### src/rtl/csov_pkg.sv
// shared constants, types and stripe table for the checkerboard stripe overlay
package csov_pkg;

    localparam int COORD_BITS     = 12;
    localparam int CELL_BITS      = COORD_BITS - 2;
    localparam int INDEX_BITS     = 4;
    localparam int STRIPE_COUNT   = 9;
    localparam int PIXEL_BITS     = 32;
    localparam int RGB_BITS       = 24;
    localparam int CFG_INDEX_BITS = 3;
    localparam int CFG_DATA_BITS  = 24;
    localparam int QUEUE_DEPTH    = 2;
    localparam int SETTLE_CYCLES  = 2;
    localparam int SETTLE_BITS    = $clog2(SETTLE_CYCLES + 1);

    // divide by nine through a scaled reciprocal, exact for any COORD_BITS-wide value
    localparam int DIV_SHIFT  = COORD_BITS + 3;
    localparam int DIV_RECIP  = ((1 << DIV_SHIFT) + STRIPE_COUNT - 1) / STRIPE_COUNT;
    localparam int PROD_BITS  = 2 * COORD_BITS + 1;
    localparam int QUOT_BITS  = PROD_BITS - DIV_SHIFT;

    typedef logic [COORD_BITS-1:0] coord_t;
    typedef logic [CELL_BITS-1:0]  cell_t;
    typedef logic [INDEX_BITS-1:0] stripe_idx_t;

    localparam stripe_idx_t STRIPE_LAST = stripe_idx_t'(STRIPE_COUNT - 1);
    localparam coord_t      COORD_MAX   = '1;

    // configuration register indexes
    typedef enum logic [CFG_INDEX_BITS-1:0] {
        CFG_START_X    = 3'd0,
        CFG_START_Y    = 3'd1,
        CFG_END_X      = 3'd2,
        CFG_END_Y      = 3'd3,
        CFG_BACKGROUND = 3'd4
    } cfg_reg_t;

    // one classified word waiting for the back end
    typedef struct packed {
        logic [PIXEL_BITS-1:0] pixel;
        logic                  frame_start;
        logic                  is_bg;
    } csov_entry_t;

    // geometry and status from the configuration unit
    typedef struct packed {
        coord_t              span;
        coord_t              stripe_height;
        logic [RGB_BITS-1:0] background;
        logic                busy;
    } csov_geom_t;

    // stripe colour table, saturating at the last entry
    function automatic logic [PIXEL_BITS-1:0] stripe_colour(stripe_idx_t idx);
        logic [PIXEL_BITS-1:0] colour;
        case (idx)
            4'd0:    colour = 32'h000F_FC00;
            4'd1:    colour = 32'h000F_FC00;
            4'd2:    colour = 32'h000F_FC00;
            4'd3:    colour = 32'h3FFF_FC00;
            4'd4:    colour = 32'h3FEA_C000;
            4'd5:    colour = 32'h3F00_0000;
            4'd6:    colour = 32'h2F96_03FF;
            4'd7:    colour = 32'h0000_03FF;
            default: colour = 32'h0000_03FF;
        endcase
        return colour;
    endfunction

endpackage

### src/rtl/csov_in_if.sv
// input channel: existing pixel word and frame start flag
interface csov_in_if;
    import csov_pkg::*;

    logic                  valid;
    logic                  ready;
    logic [PIXEL_BITS-1:0] pixel_in;
    logic                  frame_start;

    modport source (output valid, output pixel_in, output frame_start, input ready);
    modport sink   (input valid, input pixel_in, input frame_start, output ready);
endinterface

### src/rtl/csov_out_if.sv
// output channel: pixel word to write back and row end flag
interface csov_out_if;
    import csov_pkg::*;

    logic                  valid;
    logic                  ready;
    logic [PIXEL_BITS-1:0] pixel_out;
    logic                  row_end;

    modport source (output valid, output pixel_out, output row_end, input ready);
    modport sink   (input valid, input pixel_out, input row_end, output ready);
endinterface

### src/rtl/csov_geom.sv
// configuration registers, row span and stripe height divider
module csov_geom (
    input  logic                                   clk,
    input  logic                                   rst_n,
    input  logic                                   cfg_we,
    input  logic [csov_pkg::CFG_INDEX_BITS-1:0]    cfg_index,
    input  logic [csov_pkg::CFG_DATA_BITS-1:0]     cfg_data,
    output csov_pkg::csov_geom_t                   geom
);
    import csov_pkg::*;

    coord_t                start_x_reg, start_y_reg, end_x_reg, end_y_reg;
    logic [RGB_BITS-1:0]   background_reg;
    coord_t                diff_reg, diff_next;
    logic [QUOT_BITS-1:0]  quot_reg;
    coord_t                span_reg;
    logic [SETTLE_BITS-1:0] settle_reg, settle_next;
    logic [PROD_BITS-1:0]  prod;

    // register writes
    always_ff @(posedge clk or negedge rst_n)
    begin
        if (!rst_n)
        begin
            start_x_reg    <= '0;
            start_y_reg    <= '0;
            end_x_reg      <= '0;
            end_y_reg      <= '0;
            background_reg <= '0;
        end
        else if (cfg_we)
        begin
            case (cfg_index)
                CFG_START_X:    start_x_reg    <= cfg_data[COORD_BITS-1:0];
                CFG_START_Y:    start_y_reg    <= cfg_data[COORD_BITS-1:0];
                CFG_END_X:      end_x_reg      <= cfg_data[COORD_BITS-1:0];
                CFG_END_Y:      end_y_reg      <= cfg_data[COORD_BITS-1:0];
                CFG_BACKGROUND: background_reg <= cfg_data[RGB_BITS-1:0];
                default:        ;
            endcase
        end
    end

    // vertical extent, zero when the range is inverted
    always_comb
    begin
        if (end_y_reg >= start_y_reg)
            diff_next = end_y_reg - start_y_reg;
        else
            diff_next = '0;
    end

    // divide by nine with the reciprocal multiply
    assign prod = PROD_BITS'(diff_reg) * PROD_BITS'(DIV_RECIP);

    // settle counter holds off input while the quotient updates
    always_comb
    begin
        if (cfg_we)
            settle_next = SETTLE_BITS'(SETTLE_CYCLES);
        else if (settle_reg != '0)
            settle_next = settle_reg - 1'b1;
        else
            settle_next = settle_reg;
    end

    always_ff @(posedge clk or negedge rst_n)
    begin
        if (!rst_n)
        begin
            diff_reg   <= '0;
            quot_reg   <= '0;
            span_reg   <= '0;
            settle_reg <= '0;
        end
        else
        begin
            diff_reg   <= diff_next;
            quot_reg   <= prod[PROD_BITS-1:DIV_SHIFT];
            span_reg   <= end_x_reg - start_x_reg;
            settle_reg <= settle_next;
        end
    end

    assign geom.span          = span_reg;
    assign geom.stripe_height = COORD_BITS'(quot_reg);
    assign geom.background    = background_reg;
    assign geom.busy          = cfg_we || (settle_reg != '0);

`ifndef ASSERT_OFF
    // a write keeps the input held off on the following cycle
    a_write_holds_off: assert property (@(posedge clk) disable iff (!rst_n)
        cfg_we |=> geom.busy)
        else $error("configuration write did not hold off input");
`endif

endmodule

### src/rtl/csov_front.sv
// front end: accepts input words and classifies them against the background
module csov_front (
    csov_in_if.sink                   in_ch,
    input  csov_pkg::csov_geom_t      geom,
    input  logic                      queue_full,
    output logic                      push,
    output csov_pkg::csov_entry_t     entry
);
    import csov_pkg::*;

    // take a word when the queue has room and the geometry is settled
    assign in_ch.ready = !queue_full && !geom.busy;
    assign push        = in_ch.valid && in_ch.ready;

    // background test on the colour bits
    assign entry.pixel       = in_ch.pixel_in;
    assign entry.frame_start = in_ch.frame_start;
    assign entry.is_bg       = (in_ch.pixel_in[PIXEL_BITS-1:PIXEL_BITS-RGB_BITS]
                                == geom.background);

endmodule

### src/rtl/csov_queue.sv
// short queue between the front and back ends
module csov_queue (
    input  logic                      clk,
    input  logic                      rst_n,
    input  logic                      push,
    input  csov_pkg::csov_entry_t     push_entry,
    input  logic                      pop,
    output csov_pkg::csov_entry_t     pop_entry,
    output logic                      empty,
    output logic                      full
);
    import csov_pkg::*;

    localparam int PTR_BITS   = $clog2(QUEUE_DEPTH);
    localparam int COUNT_BITS = $clog2(QUEUE_DEPTH + 1);

    csov_entry_t             slot_reg [QUEUE_DEPTH];
    logic [PTR_BITS-1:0]     wr_ptr_reg, rd_ptr_reg;
    logic [COUNT_BITS-1:0]   count_reg, count_next;

    assign empty     = (count_reg == '0);
    assign full      = (count_reg == COUNT_BITS'(QUEUE_DEPTH));
    assign pop_entry = slot_reg[rd_ptr_reg];

    // slot storage
    always_ff @(posedge clk)
    begin
        if (push)
            slot_reg[wr_ptr_reg] <= push_entry;
    end

    // occupancy
    always_comb
    begin
        count_next = count_reg;
        if (push && !pop)
            count_next = count_reg + 1'b1;
        else if (pop && !push)
            count_next = count_reg - 1'b1;
    end

    // pointers wrap over the depth
    always_ff @(posedge clk or negedge rst_n)
    begin
        if (!rst_n)
        begin
            wr_ptr_reg <= '0;
            rd_ptr_reg <= '0;
            count_reg  <= '0;
        end
        else
        begin
            if (push)
                wr_ptr_reg <= (wr_ptr_reg == PTR_BITS'(QUEUE_DEPTH - 1)) ? '0
                              : wr_ptr_reg + 1'b1;
            if (pop)
                rd_ptr_reg <= (rd_ptr_reg == PTR_BITS'(QUEUE_DEPTH - 1)) ? '0
                              : rd_ptr_reg + 1'b1;
            count_reg <= count_next;
        end
    end

endmodule

### src/rtl/csov_back.sv
// back end: checkerboard and stripe counters, colour choice and output register
module csov_back (
    input  logic                      clk,
    input  logic                      rst_n,
    input  csov_pkg::csov_geom_t      geom,
    input  logic                      queue_empty,
    input  csov_pkg::csov_entry_t     entry,
    output logic                      pop,
    csov_out_if.source                out_ch
);
    import csov_pkg::*;

    coord_t                 column_pos_reg, column_pos_next;
    coord_t                 row_cell_count_reg, row_cell_count_next;
    logic                   row_starts_black_reg, row_starts_black_next;
    coord_t                 stripe_row_count_reg, stripe_row_count_next;
    stripe_idx_t            stripe_index_reg, stripe_index_next;
    coord_t                 col_cell_count_reg, col_cell_count_next;
    logic                   cell_is_black_reg, cell_is_black_next;
    coord_t                 stripe_height_reg, stripe_height_next;
    cell_t                  cell_size_reg, cell_size_next;
    logic                   out_valid_reg;
    logic [PIXEL_BITS-1:0]  pixel_out_reg, pixel_out_next;
    logic                   row_end_reg, row_end_next;

    // advance when the output register is free or being emptied
    assign pop = !queue_empty && (!out_valid_reg || out_ch.ready);

    // per word counter update
    always_comb
    begin
        coord_t      cp, rcc, src, ccc;
        logic        rsb, cib, last;
        stripe_idx_t si;
        coord_t      sh, cs_wide;
        cell_t       cs;

        cp  = column_pos_reg;
        rcc = row_cell_count_reg;
        rsb = row_starts_black_reg;
        src = stripe_row_count_reg;
        si  = stripe_index_reg;
        ccc = col_cell_count_reg;
        cib = cell_is_black_reg;
        sh  = stripe_height_reg;
        cs  = cell_size_reg;

        // frame start clears the counters and latches the geometry
        if (entry.frame_start)
        begin
            cp  = '0;
            rcc = '0;
            rsb = 1'b0;
            src = '0;
            si  = '0;
            ccc = '0;
            cib = 1'b0;
            sh  = geom.stripe_height;
            cs  = geom.stripe_height[COORD_BITS-1:2];
        end
        cs_wide = COORD_BITS'(cs);

        // row start: cell row toggle and stripe advance
        if (cp == '0)
        begin
            if (cs != '0)
            begin
                rcc = rcc + 1'b1;
                if (rcc == cs_wide)
                begin
                    rcc = '0;
                    rsb = !rsb;
                    if (src >= sh)
                    begin
                        src = '0;
                        if (si < STRIPE_LAST)
                            si = si + 1'b1;
                    end
                end
            end
            if (src != COORD_MAX)
                src = src + 1'b1;
            cib = rsb;
            ccc = '0;
        end

        // column toggle
        if (cs != '0)
        begin
            ccc = ccc + 1'b1;
            if (ccc == cs_wide)
            begin
                ccc = '0;
                cib = !cib;
            end
        end

        // colour choice
        if (entry.is_bg)
            pixel_out_next = entry.pixel;
        else if (cib)
            pixel_out_next = '0;
        else
            pixel_out_next = stripe_colour(si);

        last         = (cp == geom.span);
        row_end_next = last;

        column_pos_next       = last ? '0 : cp + 1'b1;
        row_cell_count_next   = rcc;
        row_starts_black_next = rsb;
        stripe_row_count_next = src;
        stripe_index_next     = si;
        col_cell_count_next   = ccc;
        cell_is_black_next    = cib;
        stripe_height_next    = sh;
        cell_size_next        = cs;
    end

    // counter state
    always_ff @(posedge clk or negedge rst_n)
    begin
        if (!rst_n)
        begin
            column_pos_reg       <= '0;
            row_cell_count_reg   <= '0;
            row_starts_black_reg <= 1'b0;
            stripe_row_count_reg <= '0;
            stripe_index_reg     <= '0;
            col_cell_count_reg   <= '0;
            cell_is_black_reg    <= 1'b0;
            stripe_height_reg    <= '0;
            cell_size_reg        <= '0;
        end
        else if (pop)
        begin
            column_pos_reg       <= column_pos_next;
            row_cell_count_reg   <= row_cell_count_next;
            row_starts_black_reg <= row_starts_black_next;
            stripe_row_count_reg <= stripe_row_count_next;
            stripe_index_reg     <= stripe_index_next;
            col_cell_count_reg   <= col_cell_count_next;
            cell_is_black_reg    <= cell_is_black_next;
            stripe_height_reg    <= stripe_height_next;
            cell_size_reg        <= cell_size_next;
        end
    end

    // output word valid
    always_ff @(posedge clk or negedge rst_n)
    begin
        if (!rst_n)
            out_valid_reg <= 1'b0;
        else if (pop)
            out_valid_reg <= 1'b1;
        else if (out_ch.ready)
            out_valid_reg <= 1'b0;
    end

    // output word payload
    always_ff @(posedge clk)
    begin
        if (pop)
        begin
            pixel_out_reg <= pixel_out_next;
            row_end_reg   <= row_end_next;
        end
    end

    assign out_ch.valid     = out_valid_reg;
    assign out_ch.pixel_out = pixel_out_reg;
    assign out_ch.row_end   = row_end_reg;

`ifndef ASSERT_OFF
    // stripe index never runs past the table
    a_stripe_in_table: assert property (@(posedge clk) disable iff (!rst_n)
        stripe_index_reg <= STRIPE_LAST)
        else $error("stripe index past last table entry");

    // column cell counter stays below the cell size, and at zero with no cells
    a_cell_count_bound: assert property (@(posedge clk) disable iff (!rst_n)
        (cell_size_reg == '0) ? (col_cell_count_reg == '0)
                              : (col_cell_count_reg < COORD_BITS'(cell_size_reg)))
        else $error("column cell counter out of range");

    // a word taken from the queue shows up at the output
    a_pop_fills_output: assert property (@(posedge clk) disable iff (!rst_n)
        pop |=> out_valid_reg)
        else $error("popped word did not reach the output register");
`endif

endmodule

### src/rtl/checkerboard_stripe_overlay_core.sv
// top level of the checkerboard stripe overlay
//
// in_ch carries existing pixel words of a rectangle in raster order, with
// frame_start set on the first word of the rectangle. out_ch returns one word
// for each input word, in order: the pixel unchanged when its colour equals
// the background, otherwise black or the current stripe colour following a
// checkerboard. row_end marks the last word of each row.
// The cfg port writes start_x, start_y, end_x, end_y and background_rgb by
// index while no words are in flight. A write holds in_ch.ready low while
// the stripe height (vertical extent divided by nine, through a registered
// reciprocal multiply) settles.
// Throughput is one word per cycle while out_ch.ready stays high and no
// configuration write holds off input; the back end counter update is a
// combinational recurrence. An accepted word waits in the queue until the
// output register is free, and is registered at the output as it is popped.
// When the receiver stalls, the output register holds its word and the
// two-entry queue takes two more words before in_ch.ready falls.
// Reset clears the configuration, counter and control registers to zero; the
// queue slots and output payload are not reset. The block takes words right after reset.
module checkerboard_stripe_overlay_core (
    input  logic                                clk,
    input  logic                                rst_n,
    csov_in_if.sink                             in_ch,
    csov_out_if.source                          out_ch,
    input  logic                                cfg_we,
    input  logic [csov_pkg::CFG_INDEX_BITS-1:0] cfg_index,
    input  logic [csov_pkg::CFG_DATA_BITS-1:0]  cfg_data
);
    import csov_pkg::*;

    csov_geom_t  geom;
    csov_entry_t push_entry;
    csov_entry_t pop_entry;
    logic        push;
    logic        pop;
    logic        queue_empty;
    logic        queue_full;

    // configuration and geometry
    csov_geom u_geom (
        .clk       (clk),
        .rst_n     (rst_n),
        .cfg_we    (cfg_we),
        .cfg_index (cfg_index),
        .cfg_data  (cfg_data),
        .geom      (geom)
    );

    // accept and classify
    csov_front u_front (
        .in_ch      (in_ch),
        .geom       (geom),
        .queue_full (queue_full),
        .push       (push),
        .entry      (push_entry)
    );

    // decoupling queue
    csov_queue u_queue (
        .clk        (clk),
        .rst_n      (rst_n),
        .push       (push),
        .push_entry (push_entry),
        .pop        (pop),
        .pop_entry  (pop_entry),
        .empty      (queue_empty),
        .full       (queue_full)
    );

    // counters and colour choice
    csov_back u_back (
        .clk         (clk),
        .rst_n       (rst_n),
        .geom        (geom),
        .queue_empty (queue_empty),
        .entry       (pop_entry),
        .pop         (pop),
        .out_ch      (out_ch)
    );

endmodule

### src/flat_wrapper.sv
// flat-port wrapper written by rule: the top's interface ports become plain ports
module checkerboard_stripe_overlay_core_flat import csov_pkg::*;
  (clk, rst_n, cfg_we, cfg_index, cfg_data, in_ch_valid, in_ch_pixel_in, in_ch_frame_start, in_ch_ready, out_ch_valid, out_ch_pixel_out, out_ch_row_end, out_ch_ready);
  csov_in_if in_ch_i ();
  csov_out_if out_ch_i ();
  input  logic clk;
  input  logic rst_n;
  input  logic cfg_we;
  input  logic [csov_pkg::CFG_INDEX_BITS-1:0] cfg_index;
  input  logic [csov_pkg::CFG_DATA_BITS-1:0] cfg_data;
  input wire logic [$bits(in_ch_i.valid)-1:0] in_ch_valid;
  input wire logic [$bits(in_ch_i.pixel_in)-1:0] in_ch_pixel_in;
  input wire logic [$bits(in_ch_i.frame_start)-1:0] in_ch_frame_start;
  output wire logic [$bits(in_ch_i.ready)-1:0] in_ch_ready;
  output wire logic [$bits(out_ch_i.valid)-1:0] out_ch_valid;
  output wire logic [$bits(out_ch_i.pixel_out)-1:0] out_ch_pixel_out;
  output wire logic [$bits(out_ch_i.row_end)-1:0] out_ch_row_end;
  input wire logic [$bits(out_ch_i.ready)-1:0] out_ch_ready;
  assign in_ch_i.valid = in_ch_valid;
  assign in_ch_i.pixel_in = in_ch_pixel_in;
  assign in_ch_i.frame_start = in_ch_frame_start;
  assign in_ch_ready = in_ch_i.ready;
  assign out_ch_valid = out_ch_i.valid;
  assign out_ch_pixel_out = out_ch_i.pixel_out;
  assign out_ch_row_end = out_ch_i.row_end;
  assign out_ch_i.ready = out_ch_ready;
  checkerboard_stripe_overlay_core u_core (.clk(clk), .rst_n(rst_n), .in_ch(in_ch_i), .out_ch(out_ch_i), .cfg_we(cfg_we), .cfg_index(cfg_index), .cfg_data(cfg_data));
endmodule
### config.mk
export PLATFORM = sky130hd
export DESIGN_NAME = checkerboard_stripe_overlay_core_flat
export DESIGN_NICKNAME = d
export VERILOG_FILES = /design/src/rtl/csov_pkg.sv /design/src/rtl/csov_in_if.sv /design/src/rtl/csov_out_if.sv /design/src/rtl/csov_geom.sv /design/src/rtl/csov_front.sv /design/src/rtl/csov_queue.sv /design/src/rtl/csov_back.sv /design/src/rtl/checkerboard_stripe_overlay_core.sv /design/src/flat_wrapper.sv
export SDC_FILE = /design/constraint.sdc
export NUM_CORES = 1
export LEC_CHECK = 0
export BUFFER_PORTS_ARGS = -buffer_cell sky130_fd_sc_hd__buf_4
export CORE_MARGIN = 1.5
export CORE_UTILIZATION = 45
export CTS_CLUSTER_DIAMETER = 80
export DETAILED_ROUTE_END_ITERATION = 10
export HOLD_SLACK_MARGIN = 0.03
export PLACE_DENSITY_LB_ADDON = 0.15
export SYNTH_ARGS = -nofsm -noshare
export SYNTH_HDL_FRONTEND = slang
export SYNTH_SLANG_ARGS = --single-unit
### constraint.sdc
create_clock -name clk -period 6.95 [get_ports clk]
set_input_delay 1.39 -clock clk [delete_from_list [all_inputs] [get_ports clk]]
set_output_delay 1.39 -clock clk [all_outputs]
set_load 0.05 [all_outputs]
# After elaboration in Yosys (flattened, before gate mapping)
# Memory sizes are Yosys's and may differ from the RTL's.
# Index checks and enable logic that the tools add are counted.
# W data, S select, Z words.
op_classes:
  add_sub_neg: 12
  n_eq_ne: 10
  muxes: 47
  n_reduce_logical: 28
  n_mul: 1
  order_cmp: 3
ops:
  columns: ["op", "count"]
  rows:
  - ["$mux W12", 19]
  - ["$mux W32", 3]
  - ["$add A12 B1 Y12 const B", 4]
  - ["$eq A12 B10 Y1", 2]
  - ["$eq A24 B24 Y1", 1]
  - ["$ge A12 B12 Y1", 2]
  - ["$mul A12 B12 Y24 const B", 1]
  - ["$mux W4", 6]
  - ["$sub A12 B12 Y12", 2]
  - ["$mux W1", 14]
  - ["$eq A12 B12 Y1", 1]
  - ["$logic_not A12 Y1", 1]
  - ["$ne A12 B12 Y1 const B", 1]
  - ["$mux W10", 1]
  - ["$reduce_and A2 Y1", 5]
  - ["$reduce_bool A10 Y1", 1]
  - ["$logic_not A1 Y1", 8]
  - ["$mux W2", 4]
  - ["$reduce_bool A2 Y1", 4]
  - ["$eq A3 B2 Y1 const B", 2]
  - ["$logic_and A1 B1 Y1", 5]
  - ["$add A4 B1 Y4 const B", 1]
  - ["$lt A4 B4 Y1 const B", 1]
  - ["$sub A2 B1 Y2 const B", 2]
  - ["8 further kinds", 10]
totals:
  register_bits: 221
  rom_bits: 240
  ramBits: 68
  elab_cells: 127
  in_bits: 65
  n_memories: 2
  output_inout_bits: 35
mem_list:
  columns: ["memory", "depth", "word_bits", "read_ports", "rd_ports_with_merged_regs", "write_ports", "line_no", "rtl"]
  rows:
  - ["(name not given)", 8, 30, 1, 0, 0, "csov_pkg.sv:56", "case (idx)"]
  - ["u_core.u_queue.slot_reg", 2, 34, 1, 0, 1, "csov_queue.sv:17", "csov_entry_t slot_reg [QUEUE_DEPTH];"]

# Depth between registers and ports, before layout
# Gate-level depths: netlist (run 1).
# An unclocked memory read counts as a cell.
logic_depth:
  word_depth: 12
  mapped_depth: 29

# Modules after synthesis
# From an unflattened synthesis (run 1), not the netlist that was laid out.
unflattened:
  cells_unflattened: 1623
  area_unflattened_um2: 17428.0
modules_own_cells:
  columns: ["mod", "area_per_inst_um2", "n_inst", "seq_area_each_um2", "cells_each"]
  rows:
  - ["csov_back", 7350.8, 1, 2917.8, 836]
  - ["csov_geom", 6764.0, 1, 2677.6, 598]
  - ["csov_queue", 2791.4, 1, 2142.1, 122]
  - ["csov_front", 521.8, 1, 0.0, 67]

# Worst setup path after synthesis (run 1)
# Ideal clock, no wire load.
synth_timing:
  path_type: "register to register"
  start: "reg u_core.u_queue.rd_ptr_reg"
  end: "reg u_core.u_back.stripe_row_count_reg[4]"
  stages_incl_launch_ff: 30
  setup_ps: 129
  path_buffers: 9
  arrival_ps: 5749
  path_slack_ps: 1072
  path_cell_list: "dfrtp_1 > buf_6 > mux2i_1 > buf_2 > buf_2 > buf_2 > buf_2 > buf_2 > clkbuf_1 > clkbuf_1 > and2_1 > ha_1 > nand3_1 > or4_1 > a2bb2o_1 > a2bb2oi_2 > and4_4 > and3_1 > clkbuf_1 > nor2_1 > ha_1 > nand3_1 > nor2_1 > and2_1 > nand4_1 > nor2_1 > nor3_1 > a31oi_1 > o21ai_0 > o21ai_0"
synth_between:
  elab_chain_len: 10
synth_lines:
  columns: ["item", "line_no", "rtl"]
  rows:
  - ["start: declaration", "csov_queue.sv:18", "logic [PTR_BITS-1:0] wr_ptr_reg, rd_ptr_reg;"]
  - ["start signal: assignment", "csov_queue.sv:57", "rd_ptr_reg <= (rd_ptr_reg == PTR_BITS'(QUEUE_DEPTH - 1)) ? '0"]
  - ["$mem_v2 Z2 W34 *", null, null]
  - ["$mux W12", "csov_back.sv:49", "if (entry.frame_start)"]
  - ["$add A12 B1 Y12 or $ge A12 B12 Y1 (tied branches)", "csov_back.sv:68, csov_back.sv:73", null]
  - ["$eq A12 B10 Y1 or $mux W12 (tied branches)", "csov_back.sv:69, csov_back.sv:73", null]
  - ["$mux W12", "csov_back.sv:69", "if (rcc == cs_wide)"]
  - ["$mux W12", "csov_back.sv:66", "if (cs != '0)"]
  - ["$mux W12", "csov_back.sv:64", "if (cp == '0)"]
  - ["$add A12 B1 Y12 or $ne A12 B12 Y1 (tied branches)", "csov_back.sv:82, csov_back.sv:81", null]
  - ["$mux W12", "csov_back.sv:81", "if (src != COORD_MAX)"]
  - ["$mux W12 *", "csov_back.sv:64", null]
  - ["end signal: assignment", "csov_back.sv:140", "stripe_row_count_reg <= stripe_row_count_next;"]
  - ["end: declaration", "csov_back.sv:16", "coord_t stripe_row_count_reg, stripe_row_count_next;"]
# Every way passes the cells marked *; elsewhere a longest branch is shown, timed or not. The select of a mux whose other input is x is not followed.
# A chain may end at the register's enable or synchronous reset.

# Worst setup path after layout (run 1)
layout_timing:
  start: "reg u_core.u_queue.rd_ptr_reg"
  end: "reg u_core.u_back.pixel_out_reg[8] (netlist: u_core.u_back.out_ch.pixel_out[8]) (data pin)"
layout_between:
  elab_chain_len: 12
layout_lines:
  columns: ["item", "line_no", "rtl"]
  rows:
  - ["$mem_v2 Z2 W34 *", null, null]
  - ["branches (longest 10 deep; another with $mem_v2 Z8 W30)", null, null]
  - ["$mux W32 *", "csov_back.sv:99", "if (entry.is_bg)"]
  - ["via u_core.u_back.pixel_out_next[8]", "csov_back.sv:23", "logic [PIXEL_BITS-1:0] pixel_out_reg, pixel_out_next;"]
  - ["end signal: assignment", "csov_back.sv:165", "pixel_out_reg <= pixel_out_next;"]
  - ["end: declaration", "csov_back.sv:23", null]
# Mark *: on every way through the listed nets, which the timed path passes.

==> metrics.csv, run 1 <==
stage,metric,value,unit
run_status,outcome,"finished, final reports clean",
sta,holdWs,0.4649,ns
synthesis,synthArstFlopShare,65.05,%
finish,layout-drive-gt1-share,14.18,%
global_routing,grt_pass1_wl,62330,µm
sta,relSlewSlack,18.42,%
critical_path,startpoint_type,flip-flop,
power,p_sw_share,42.09,%
clock_tree,cts_buffers,34,
clock_tree,cts_root_buf,clkbuf_16,
sta,final-max-slew-violation-count,0,
synthesis,ys_ff_latch,289,
finish,multiInputGateArea,8184,µm²
sta,tightest_slew,1.218,ns
critical_path,worst-path-buf-inv,0,
power,p_leak,8.306,nW
power,comb_power_share,51.0,%
synthesis,ys_warn_count,0,
sta,fin_skew,0.02039,ns
route,drt_iter0_markers,709,
critical_path,slowest_delay,0.62,ns
clock_tree,cts_resized,0,
sta,period_minus_slack,5.437,ns
finish,diodes,0,
floorplanning,rows,70,
critical_path,worst-setup-path-type,reg2reg,
synthesis,synth_cells,1578,
global_routing,grt-ovfl-total,0,
floorplanning,ioPinCount,100,
synthesis,synth_top_area_share,28.43,%
sta,finalHoldViolations,0,
sta,rsz0062_at_grt,no,
global_routing,antenna_found_initial,0,
synthesis,ys.flop_type,dfrtp_1,
critical_path,crit_slowest_cell,nand3_1,
critical_path,cpLargestDelayFamily,simple AND/OR/NAND/NOR gates,
clock_tree,cts.path.max_buffers,3,
critical_path,path_cells,"mux2i_4, nand2_1, ha_1, nor3b_1, nand3_1, nand2_1, nor2_1, ha_1, and3_1, and2_1, o41ai_1, o31ai_1, o22a_1, nor4_2, nand2_1, xor2_4, o211ai_2, o21ai_1",
clock_tree,postCtsHoldBufs,0,
route,routed_via_density,5.488,
critical_path,endpoint_kind,flip-flop,
placement,place_congestion,0.8411,
critical_path,worstPathArrival,5.81,ns
clock_tree,path_clk_slew,0.06,ns
synthesis,ys_top_cells_by_area,"dfrtp_1, edfxtp_1, ha_1",
clock_tree,clk_latency,0.53,ns
power,vdd_ir_drop_max,263.0,µV
sta,max_freq,183.9,MHz
finish,area_growth,14.15,%
synthesis,synth_edf_count,101,
floorplanning,core,36430,µm²
floorplanning,dieWidth,194.8,µm
clock_tree,cts_sinks,289,
synthesis,synth.avg_cell_area,10.49,µm²
critical_path,cp_common_cell,nand2_1,
power,p_seq_share,28.9,%
clock_tree,postCtsSetupRepairBufs,0,
power,intPower,5.114,mW
synthesis,netlist_area,16550,µm²
power,pwr-share-clk,20.1,%
critical_path,required,7.32,ns
global_routing,grt_use_total,20.55,%
clock_tree,cts_tree,yes,
route,finalWirelength,38450,µm
power,p_per_area,467.5,nW/µm²
power,p_sw,3.717,mW
finish,nets,1869,
floorplanning,dieArea,37940,µm²
route,route.detailed.drc,0,
synthesis,yosysMostFrequentCell,dfrtp_1,
route,ant_nets,0,
synthesis,ys_seq_area_share,46.75,%
finish,nFillCells,3281,
synthesis,syn_nets,1788,
global_routing,grt_pass1_vias,11560,
finish,largest_reg_flops,68,
route,wire_per_inst,17.86,µm
route,num_vias,11816,
floorplanning,initial_core_util,45.42,%
finish,final-seq-area,7739,µm²
min_path,hp-class,reg2reg,
synthesis,yosys-top-cells-count,"dfrtp_1, nand2_1, o21ai_0",
global_routing,grt_max_degree,155,
sta,fin_crit_sh,78.22,%
route,drt_first_pass_iters,5,
synthesis,ys_types,80,
flow_run,max-cap-violations,0,
sta,setup_viol,0,
synthesis,synth_area_leader_cell,dfrtp_1,
floorplanning,die_y,194.8,µm
placement,io_buffers,99,
critical_path,worstPathMaxFanout,17,
clock_tree,cts_max_level,2,
placement,dp_hpwl,27380,µm
sta,tns,0,ns
[area by class of cell]
cell class / count / share of cell area, %
Clock inverter: 11 / 0.8544
Timing Repair Buffer: 111 / 4.511
Tap cell: 468 / 3.100
Inverter: 110 / 2.186
Multi-Input combinational cell: 1113 / 43.32
Sequential cell: 289 / 40.97
Clock buffer: 51 / 5.060
[layout by cell type (no fill, tap or decap), types with 45 or more instances in the layout]
cell type	n
dfrtp_1	187
nand2_1	173
o21ai_0	122
ha_1	115
inv_1	109
buf_4	109
edfxtp_1	101
nor2_1	92
xnor2_1	51
mux2_2	50
mux2i_1	46
a21oi_1	45
[logic make-up after synthesis]
kind of cell / count (synthesis) / synth area share [%]
and+or+nand+nor: 466 / 13.74
muxes: 99 / 6.396
DFF: 289 / 46.75
AOI/OAI and AO/OA: 316 / 11.92
buffers and inverters: 176 / 4.150
xor gates and xnor gates: 87 / 4.718
adders and majority gates: 145 / 12.32
[tightest hold or removal path: cells and delay by family, from the launching register on]
kind          cells  cell delay (ns)
simple gates      2             0.10
flops             1             0.34
[power by group through the flow]
stage	logic [mW]	registers [mW]	clock network [mW]
final	4.50	2.55	1.78
after global routing	5.15	2.60	1.89
after CTS	4.57	2.55	1.82
after detailed placement	4.51	2.58	0
after global placement	4.46	2.57	0
after floorplan	3.14	2.76	0
[metrics by stage]
| step | util [%] | cell area, µm² | worst slack (ns) | cells | power, mW |
|---|---|---|---|---|---|
| after global routing | 51.85 | 18890 | 0.9144 | 2153 | 9.637 |
| after CTS | 51.85 | 18890 | 1.500 | 2153 | 8.942 |
| final | 51.85 | 18890 | 1.513 | 2153 | 8.831 |
| after detailed placement | 48.78 | 17770 | 1.535 | 2091 | 7.094 |
| after floorplan | - | 16550 | 1.072 | 1578 | 5.900 |
| after global placement | 48.78 | 17770 | 1.678 | 2091 | 7.029 |
[worst paths after layout]
path | from | slack, ns | to | cells past startpoint
setup / recovery | u_core.u_queue.rd_ptr_reg | 1.51 | u_core.u_back.out_ch.pixel_out[8] | 18
hold / removal | u_core.u_back.stripe_row_count_reg[9] | 0.46 | u_core.u_back.stripe_row_count_reg[9] | 2
setup reg to reg | u_core.u_queue.rd_ptr_reg | 1.51 | u_core.u_back.out_ch.pixel_out[8] | 18
hold reg to reg | u_core.u_back.stripe_row_count_reg[9] | 0.46 | u_core.u_back.stripe_row_count_reg[9] | 2
max in group asynchronous | rst_n | 5.03 | u_core.u_geom.background_reg[20] | 2
min in group asynchronous | rst_n | 0.79 | u_core.u_back.stripe_row_count_reg[9] | 1
[routing by layer]
metal	track usage [%]	vias up	wire (µm)	part of all wire, %
li1	-	5774	-	-
met5	0	-	0	0
met4	4.795	0	585	1.5
met2	33.20	206	17870	46
met1	29.14	5785	18470	48
met3	3.158	51	1521	4.0
Power figures use the tool's default switching activity.
==> run 2, diff against run 1 <==
==> constraint.sdc (replaced) <==
create_clock -name clk -period 5.11 [get_ports clk]
set_input_delay 1.022 -clock clk [delete_from_list [all_inputs] [get_ports clk]]
set_output_delay 1.022 -clock clk [all_outputs]
set_load 0.05 [all_outputs]
==> run 2 against run 1 <==
  * Worst setup slack got worse by 1.3 ns
  * Critical path depth grew 2
  * Routed wire length shrank 0.25%
  * Global-route usage barely moved
==> metrics.csv, run 2 (synthesis gave the netlist of run 1 again) <==
stage,metric,value,unit
sta,setup_viol,0,
clock_tree,cts.path.max_buffers,3,
finish,final_common_cell,dfrtp_1,
run_status,outcome,"finished, final reports clean",
floorplanning,dieArea,37940,µm²
sta,fin_skew,0.007029,ns
finish,multiInputGateArea,8240,µm²
sta,finalHoldViolations,0,
critical_path,required,5.54,ns
global_routing,grt_pass1_wl,62450,µm
placement,place_congestion,0.8798,
clock_tree,cts_max_level,2,
floorplanning,ioPinCount,100,
finish,largest_reg_flops,68,
sta,rsz0062_at_grt,yes,
floorplanning,core,36430,µm²
route,drt_first_pass_iters,5,
critical_path,worstPathMaxFanout,3,
clock_tree,cts_buffers,34,
power,p_leak,8.456,nW
sta,final-max-slew-violation-count,0,
sta,max_freq,203.5,MHz
floorplanning,initial_core_util,45.42,%
power,vdd_ir_drop_max,372.8,µV
finish,layout_common_cells,"dfrtp_1, nand2_1, buf_4",
route,ant_nets,0,
route,routed_via_density,5.469,
clock_tree,clk_latency,0.51,ns
sta,fin_crit_sh,96.17,%
power,p_per_area,635.7,nW/µm²
global_routing,grt_max_degree,93,
clock_tree,cts_tree,yes,
flow_run,max-cap-violations,0,
global_routing,grt-ovfl-total,0,
critical_path,startpoint_type,flip-flop,
power,comb_power_share,50.7,%
finish,diodes,0,
route,drt_iter0_markers,711,
floorplanning,rows,70,
placement,dpl_cell_area,17940,µm²
critical_path,worstPathArrival,5.35,ns
floorplanning,die_y,194.8,µm
finish,final-seq-area,7739,µm²
min_path,hp-class,reg2reg,
placement,dp_hpwl,28010,µm
critical_path,worst-setup-path-type,reg2reg,
finish,final_design_area_no_fill,19130,µm²
critical_path,endpoint_kind,flip-flop,
sta,tightest_slew,1.043,ns
finish,area_growth,15.62,%
power,p_sw,5.009,mW
clock_tree,cts_sinks,289,
clock_tree,path_clk_slew,0.06,ns
global_routing,grt_use_total,20.51,%
sta,relSlewSlack,30.28,%
route,num_vias,11867,
power,intPower,7.154,mW
placement,io_buffers,99,
route,wire_per_inst,17.67,µm
sta,period_minus_slack,4.915,ns
finish,nets,1887,
power,p_seq_share,28.4,%
power,p_sw_share,41.18,%
global_routing,antenna_found_initial,0,
finish,nFillCells,3257,
route,finalWirelength,38350,µm
clock_tree,postCtsHoldBufs,0,
floorplanning,dieWidth,194.8,µm
route,route.detailed.drc,0,
power,pwr-share-clk,20.9,%
clock_tree,cts_root_buf,clkbuf_16,
finish,layout-drive-gt1-share,15.98,%
sta,tns,0,ns
global_routing,grt_pass1_vias,11864,
run 2: changes by cell type in the layout (fill, tap and decap cells not counted), sizes merged:
cell	change
buf	+18
bufinv	+2
clkbuf	-6
clkinv	+6
clkinvlp	-4
inv	+1
run 2: routing by layer:
layer / GRT usage [%] / vias up / part of all wire (%)
li1: - / 5812 / -
met1: 28.02 / 5781 / 47
met2: 34.50 / 222 / 48
met3: 2.516 / 52 / 3.8
met4: 5.599 / 0 / 2.0
met5: 0 / - / 0
run 2: area by class of cell:
class	instances	share of cell area (%)
multi-input combinational	1113	43.07
sequential	289	40.44
timing repair buffer	129	5.094
clock buffer	45	5.035
tap	468	3.060
inverter	110	2.158
clock inverter	16	1.144
run 2: power groups by stage:
stage          Clock [mW]  Sequential, mW  Combinational (mW)
2_1_floorplan           0            3.75                4.32
3_3_place_gp            0            3.48                6.11
3_5_place_dp            0            3.50                6.17
4_1_cts              2.60            3.46                6.24
5_1_grt              2.67            3.53                7.04
6_report             2.54            3.46                6.17
run 2: per-stage QoR:
stage	utilization [%]	setup WS (ns)	power (mW)	hold WS (ns)	std cells
floorplan	-	0.001661	8.075	0.4304	1578
global placement	49.25	0.2517	9.587	0.4561	2108
detailed placement	49.25	0.09009	9.670	0.4605	2108
CTS	52.49	0.1108	12.29	0.4707	2169
global route	52.52	-0.1285	13.25	0.4967	2170
finish	52.52	0.1955	12.16	0.4643	2170
run 2: critical path: stages, from the launching register on:
cell,delay (ns)
dfrtp_1,0.39
inv_1,0.08
fa_1,0.53
inv_1,0.06
ha_1,0.30
inv_1,0.06
fa_1,0.50
inv_1,0.05
fa_1,0.49
inv_1,0.05
fa_1,0.53
inv_1,0.04
ha_1,0.20
a2111oi_1,0.39
o211a_1,0.23
o31ai_1,0.11
nand3_1,0.08
nand3_1,0.10
or2_2,0.31
a21oi_1,0.20
xnor2_1,0.14
run 2: worst paths after layout:
| kind | to | startpoint | cells after the start | slack [ns] |
|---|---|---|---|---|
| worst min-delay path | u_core.u_back.stripe_row_count_reg[9] | u_core.u_back.stripe_row_count_reg[9] | 2 | 0.46 |
| worst min register to register | u_core.u_back.stripe_row_count_reg[9] | u_core.u_back.stripe_row_count_reg[9] | 2 | 0.46 |
| worst max-delay path | u_core.u_geom.quot_reg[7] | u_core.u_geom.diff_reg[1] | 20 | 0.20 |
| worst max register to register | u_core.u_geom.quot_reg[7] | u_core.u_geom.diff_reg[1] | 20 | 0.20 |
| max in group asynchronous | u_core.u_geom.start_y_reg[10] | rst_n | 2 | 3.57 |
| min in group asynchronous | u_core.u_back.stripe_row_count_reg[9] | rst_n | 1 | 0.52 |
run 2: repair_timing:
action | 4_1_cts | 5_1_grt
buffers inserted | 0 | 1
gates resized for setup | 0 | 1
endpoints found under the setup margin | 0 | 6
==> run 3, diff against run 2 <==
--- a/config.mk
+++ b/config.mk
@@ -6,12 +6,14 @@
 export NUM_CORES = 1
 export LEC_CHECK = 0
 export BUFFER_PORTS_ARGS = -buffer_cell sky130_fd_sc_hd__buf_4
+export CELL_PAD_IN_SITES_DETAIL_PLACEMENT = 1
+export CELL_PAD_IN_SITES_GLOBAL_PLACEMENT = 2
 export CORE_MARGIN = 1.5
-export CORE_UTILIZATION = 45
+export CORE_UTILIZATION = 41
 export CTS_CLUSTER_DIAMETER = 80
 export DETAILED_ROUTE_END_ITERATION = 10
 export HOLD_SLACK_MARGIN = 0.03
-export PLACE_DENSITY_LB_ADDON = 0.15
+export PLACE_DENSITY_LB_ADDON = 0.12
 export SYNTH_ARGS = -nofsm -noshare
 export SYNTH_HDL_FRONTEND = slang
 export SYNTH_SLANG_ARGS = --single-unit
==> run 3 against run 2 <==
  * Hold slack better by 0.0024 ns
  * Combinational power up 4.1%
  * Worst setup slack better by 0.14 ns
  * Sequential cell count unchanged
  * Maximum frequency up 2.9%
  * Routed wire length up 14%
  * Clock-buffer cell count up 4
  * Final area up 0.74%
  * Sequential power about the same
  * Critical endpoint unchanged
  * Largest cell class unchanged
  * Highest routed layer unchanged
==> metrics.csv, run 3 (synthesis gave the netlist of run 1 again) <==
stage,metric,value,unit
sta,final-max-slew-violation-count,0,
sta,period_minus_slack,4.775,ns
critical_path,worst-path-buf-inv,6,
finish,nets,1890,
critical_path,endpoint_kind,flip-flop,
critical_path,worstPathMaxFanout,3,
placement,dpl_cell_area,18030,µm²
critical_path,path_cells,"inv_1, fa_1, inv_1, ha_1, inv_1, fa_1, inv_1, fa_1, inv_1, fa_1, inv_1, ha_1, a2111oi_2, o211a_1, o31ai_1, nand3_1, nand3_1, or2_4, a21oi_2, xnor2_1",
clock_tree,path_clk_slew,0.05,ns
route,wire_per_inst,19.68,µm
clock_tree,clk_latency,0.55,ns
floorplanning,ioPinCount,100,
clock_tree,cts_buffers,36,
critical_path,rrSetupSlack,0.33,ns
finish,final-seq-area,7739,µm²
global_routing,grt_use_total,21.57,%
floorplanning,initial_core_util,41.56,%
sta,tightest_slew,1.093,ns
critical_path,worstPathArrival,5.23,ns
route,finalWirelength,43870,µm
global_routing,grt-ovfl-total,0,
clock_tree,cts_max_level,2,
critical_path,crit_slowest_cell,fa_1,
power,p_sw_share,42.10,%
power,intPower,7.230,mW
route,drt_iter0_markers,484,
sta,max_freq,209.4,MHz
sta,fin_crit_sh,93.45,%
critical_path,worst-setup-path-type,reg2reg,
critical_path,slowest_delay,0.53,ns
floorplanning,dieWidth,203.9,µm
global_routing,antenna_found_initial,0,
placement,place_congestion,0.7855,
placement,dp_hpwl,31940,µm
global_routing,grt_pass1_vias,12635,
flow_run,max-cap-violations,0,
route,ant_nets,0,
sta,holdWs,0.4667,ns
run_status,outcome,"finished, final reports clean",
finish,layout-drive-gt1-share,16.08,%
power,p_leak,8.481,nW
finish,final_core_util,48.40,%
finish,nFillCells,4397,
finish,final_common_cell,dfrtp_1,
clock_tree,cts_root_buf,clkbuf_16,
critical_path,cpLargestDelayFamily,adder cells,
global_routing,grt_pass1_wl,70300,µm
clock_tree,cts.path.max_buffers,3,
sta,setup_viol,0,
min_path,hp-class,reg2reg,
sta,finalHoldViolations,0,
finish,diodes,0,
sta,tns,0,ns
power,vdd_ir_drop_max,438.9,µV
route,num_vias,12105,
finish,largest_reg_flops,68,
power,p_per_area,647.8,nW/µm²
clock_tree,cts_tree,yes,
finish,final_design_area_no_fill,19280,µm²
finish,area_growth,16.47,%
finish,layout_common_cells,"dfrtp_1, nand2_1, buf_4",
floorplanning,dieArea,41580,µm²
global_routing,grt_max_degree,110,
route,route.detailed.drc,0,
power,p_seq_share,27.8,%
power,pwr-share-clk,20.8,%
clock_tree,postCtsHoldBufs,0,
critical_path,startpoint_type,flip-flop,
floorplanning,core,39820,µm²
route,routed_via_density,5.431,
critical_path,cp_common_cell,inv_1,
critical_path,required,5.56,ns
power,comb_power_share,51.4,%
sta,relSlewSlack,26.96,%
placement,io_buffers,99,
sta,fin_skew,0.02166,ns
finish,multiInputGateArea,8252,µm²
floorplanning,die_y,203.9,µm
sta,rsz0062_at_grt,yes,
floorplanning,rows,73,
clock_tree,cts_sinks,289,
power,p_total,12.49,mW
power,p_sw,5.258,mW
route,drt_first_pass_iters,5,
-- run 3: cell types whose count changed in the layout (fill, tap and decap cells not counted), moves of 2 or more --
cell	change
clkbuf_1	+2
buf_12	+3
clkinv_4	-2
clkbuf_16	+2
buf_4	-2
-- run 3: worst min-delay path, delay by kind of cell, from the launching register on --
kind / cells / cell delay (ns)
flip-flops: 1 / 0.34
AND/OR/NAND/NOR: 2 / 0.10
-- run 3: routing by layer --
layer	share of wire (%)	vias to the layer above	GRT usage [%]	wire [µm]
li1	-	5811	-	-
met1	46	6087	29.36	20220
met2	49	153	36.14	21470
met3	2.9	54	2.663	1257
met4	2.1	0	6.032	920
met5	0	-	0	0
-- run 3: through the flow --
step | setup slack [ns] | std cells
after global placement | 0.2118 | 2164
after detailed placement | 0.1443 | 2164
after floorplan | 0.001661 | 1578
final | 0.3345 | 2229
after CTS | 0.1045 | 2226
after global routing | -0.01460 | 2229
-- run 3: layout make-up --
| class | count | share of cell area, % |
|---|---|---|
| flip-flops and latches | 289 | 40.15 |
| well taps | 525 | 3.408 |
| clock inverters | 13 | 0.9087 |
| inverters | 110 | 2.142 |
| clock buffers | 49 | 5.297 |
| multi-input cells | 1113 | 42.81 |
| repair buffers | 130 | 5.290 |
-- run 3: worst paths after layout --
kind,startpoint,to,cells past startpoint
setup / recovery,u_core.u_geom.diff_reg[1],u_core.u_geom.quot_reg[7],20
hold / removal,u_core.u_back.stripe_row_count_reg[9],u_core.u_back.stripe_row_count_reg[9],2
setup reg to reg,u_core.u_geom.diff_reg[1],u_core.u_geom.quot_reg[7],20
hold reg to reg,u_core.u_back.stripe_row_count_reg[9],u_core.u_back.stripe_row_count_reg[9],2
max in group asynchronous,rst_n,u_core.u_geom.diff_reg[2],2
min in group asynchronous,rst_n,u_core.u_back.stripe_row_count_reg[9],1
-- run 3: power groups by stage --
stage / registers (mW) / logic [mW] / clock network, mW
after floorplan: 3.75 / 4.32 / 0
after detailed placement: 3.52 / 6.41 / 0
final: 3.47 / 6.42 / 2.59
after global placement: 3.49 / 6.27 / 0
after CTS: 3.48 / 6.49 / 2.67
after global routing: 3.54 / 7.34 / 2.75
-- run 3: what timing repair did --
item                                    in CTS  in global routing
resized for setup                            0                  4
setup buffers                                0                  3
endpoints found under the setup margin       0                 30
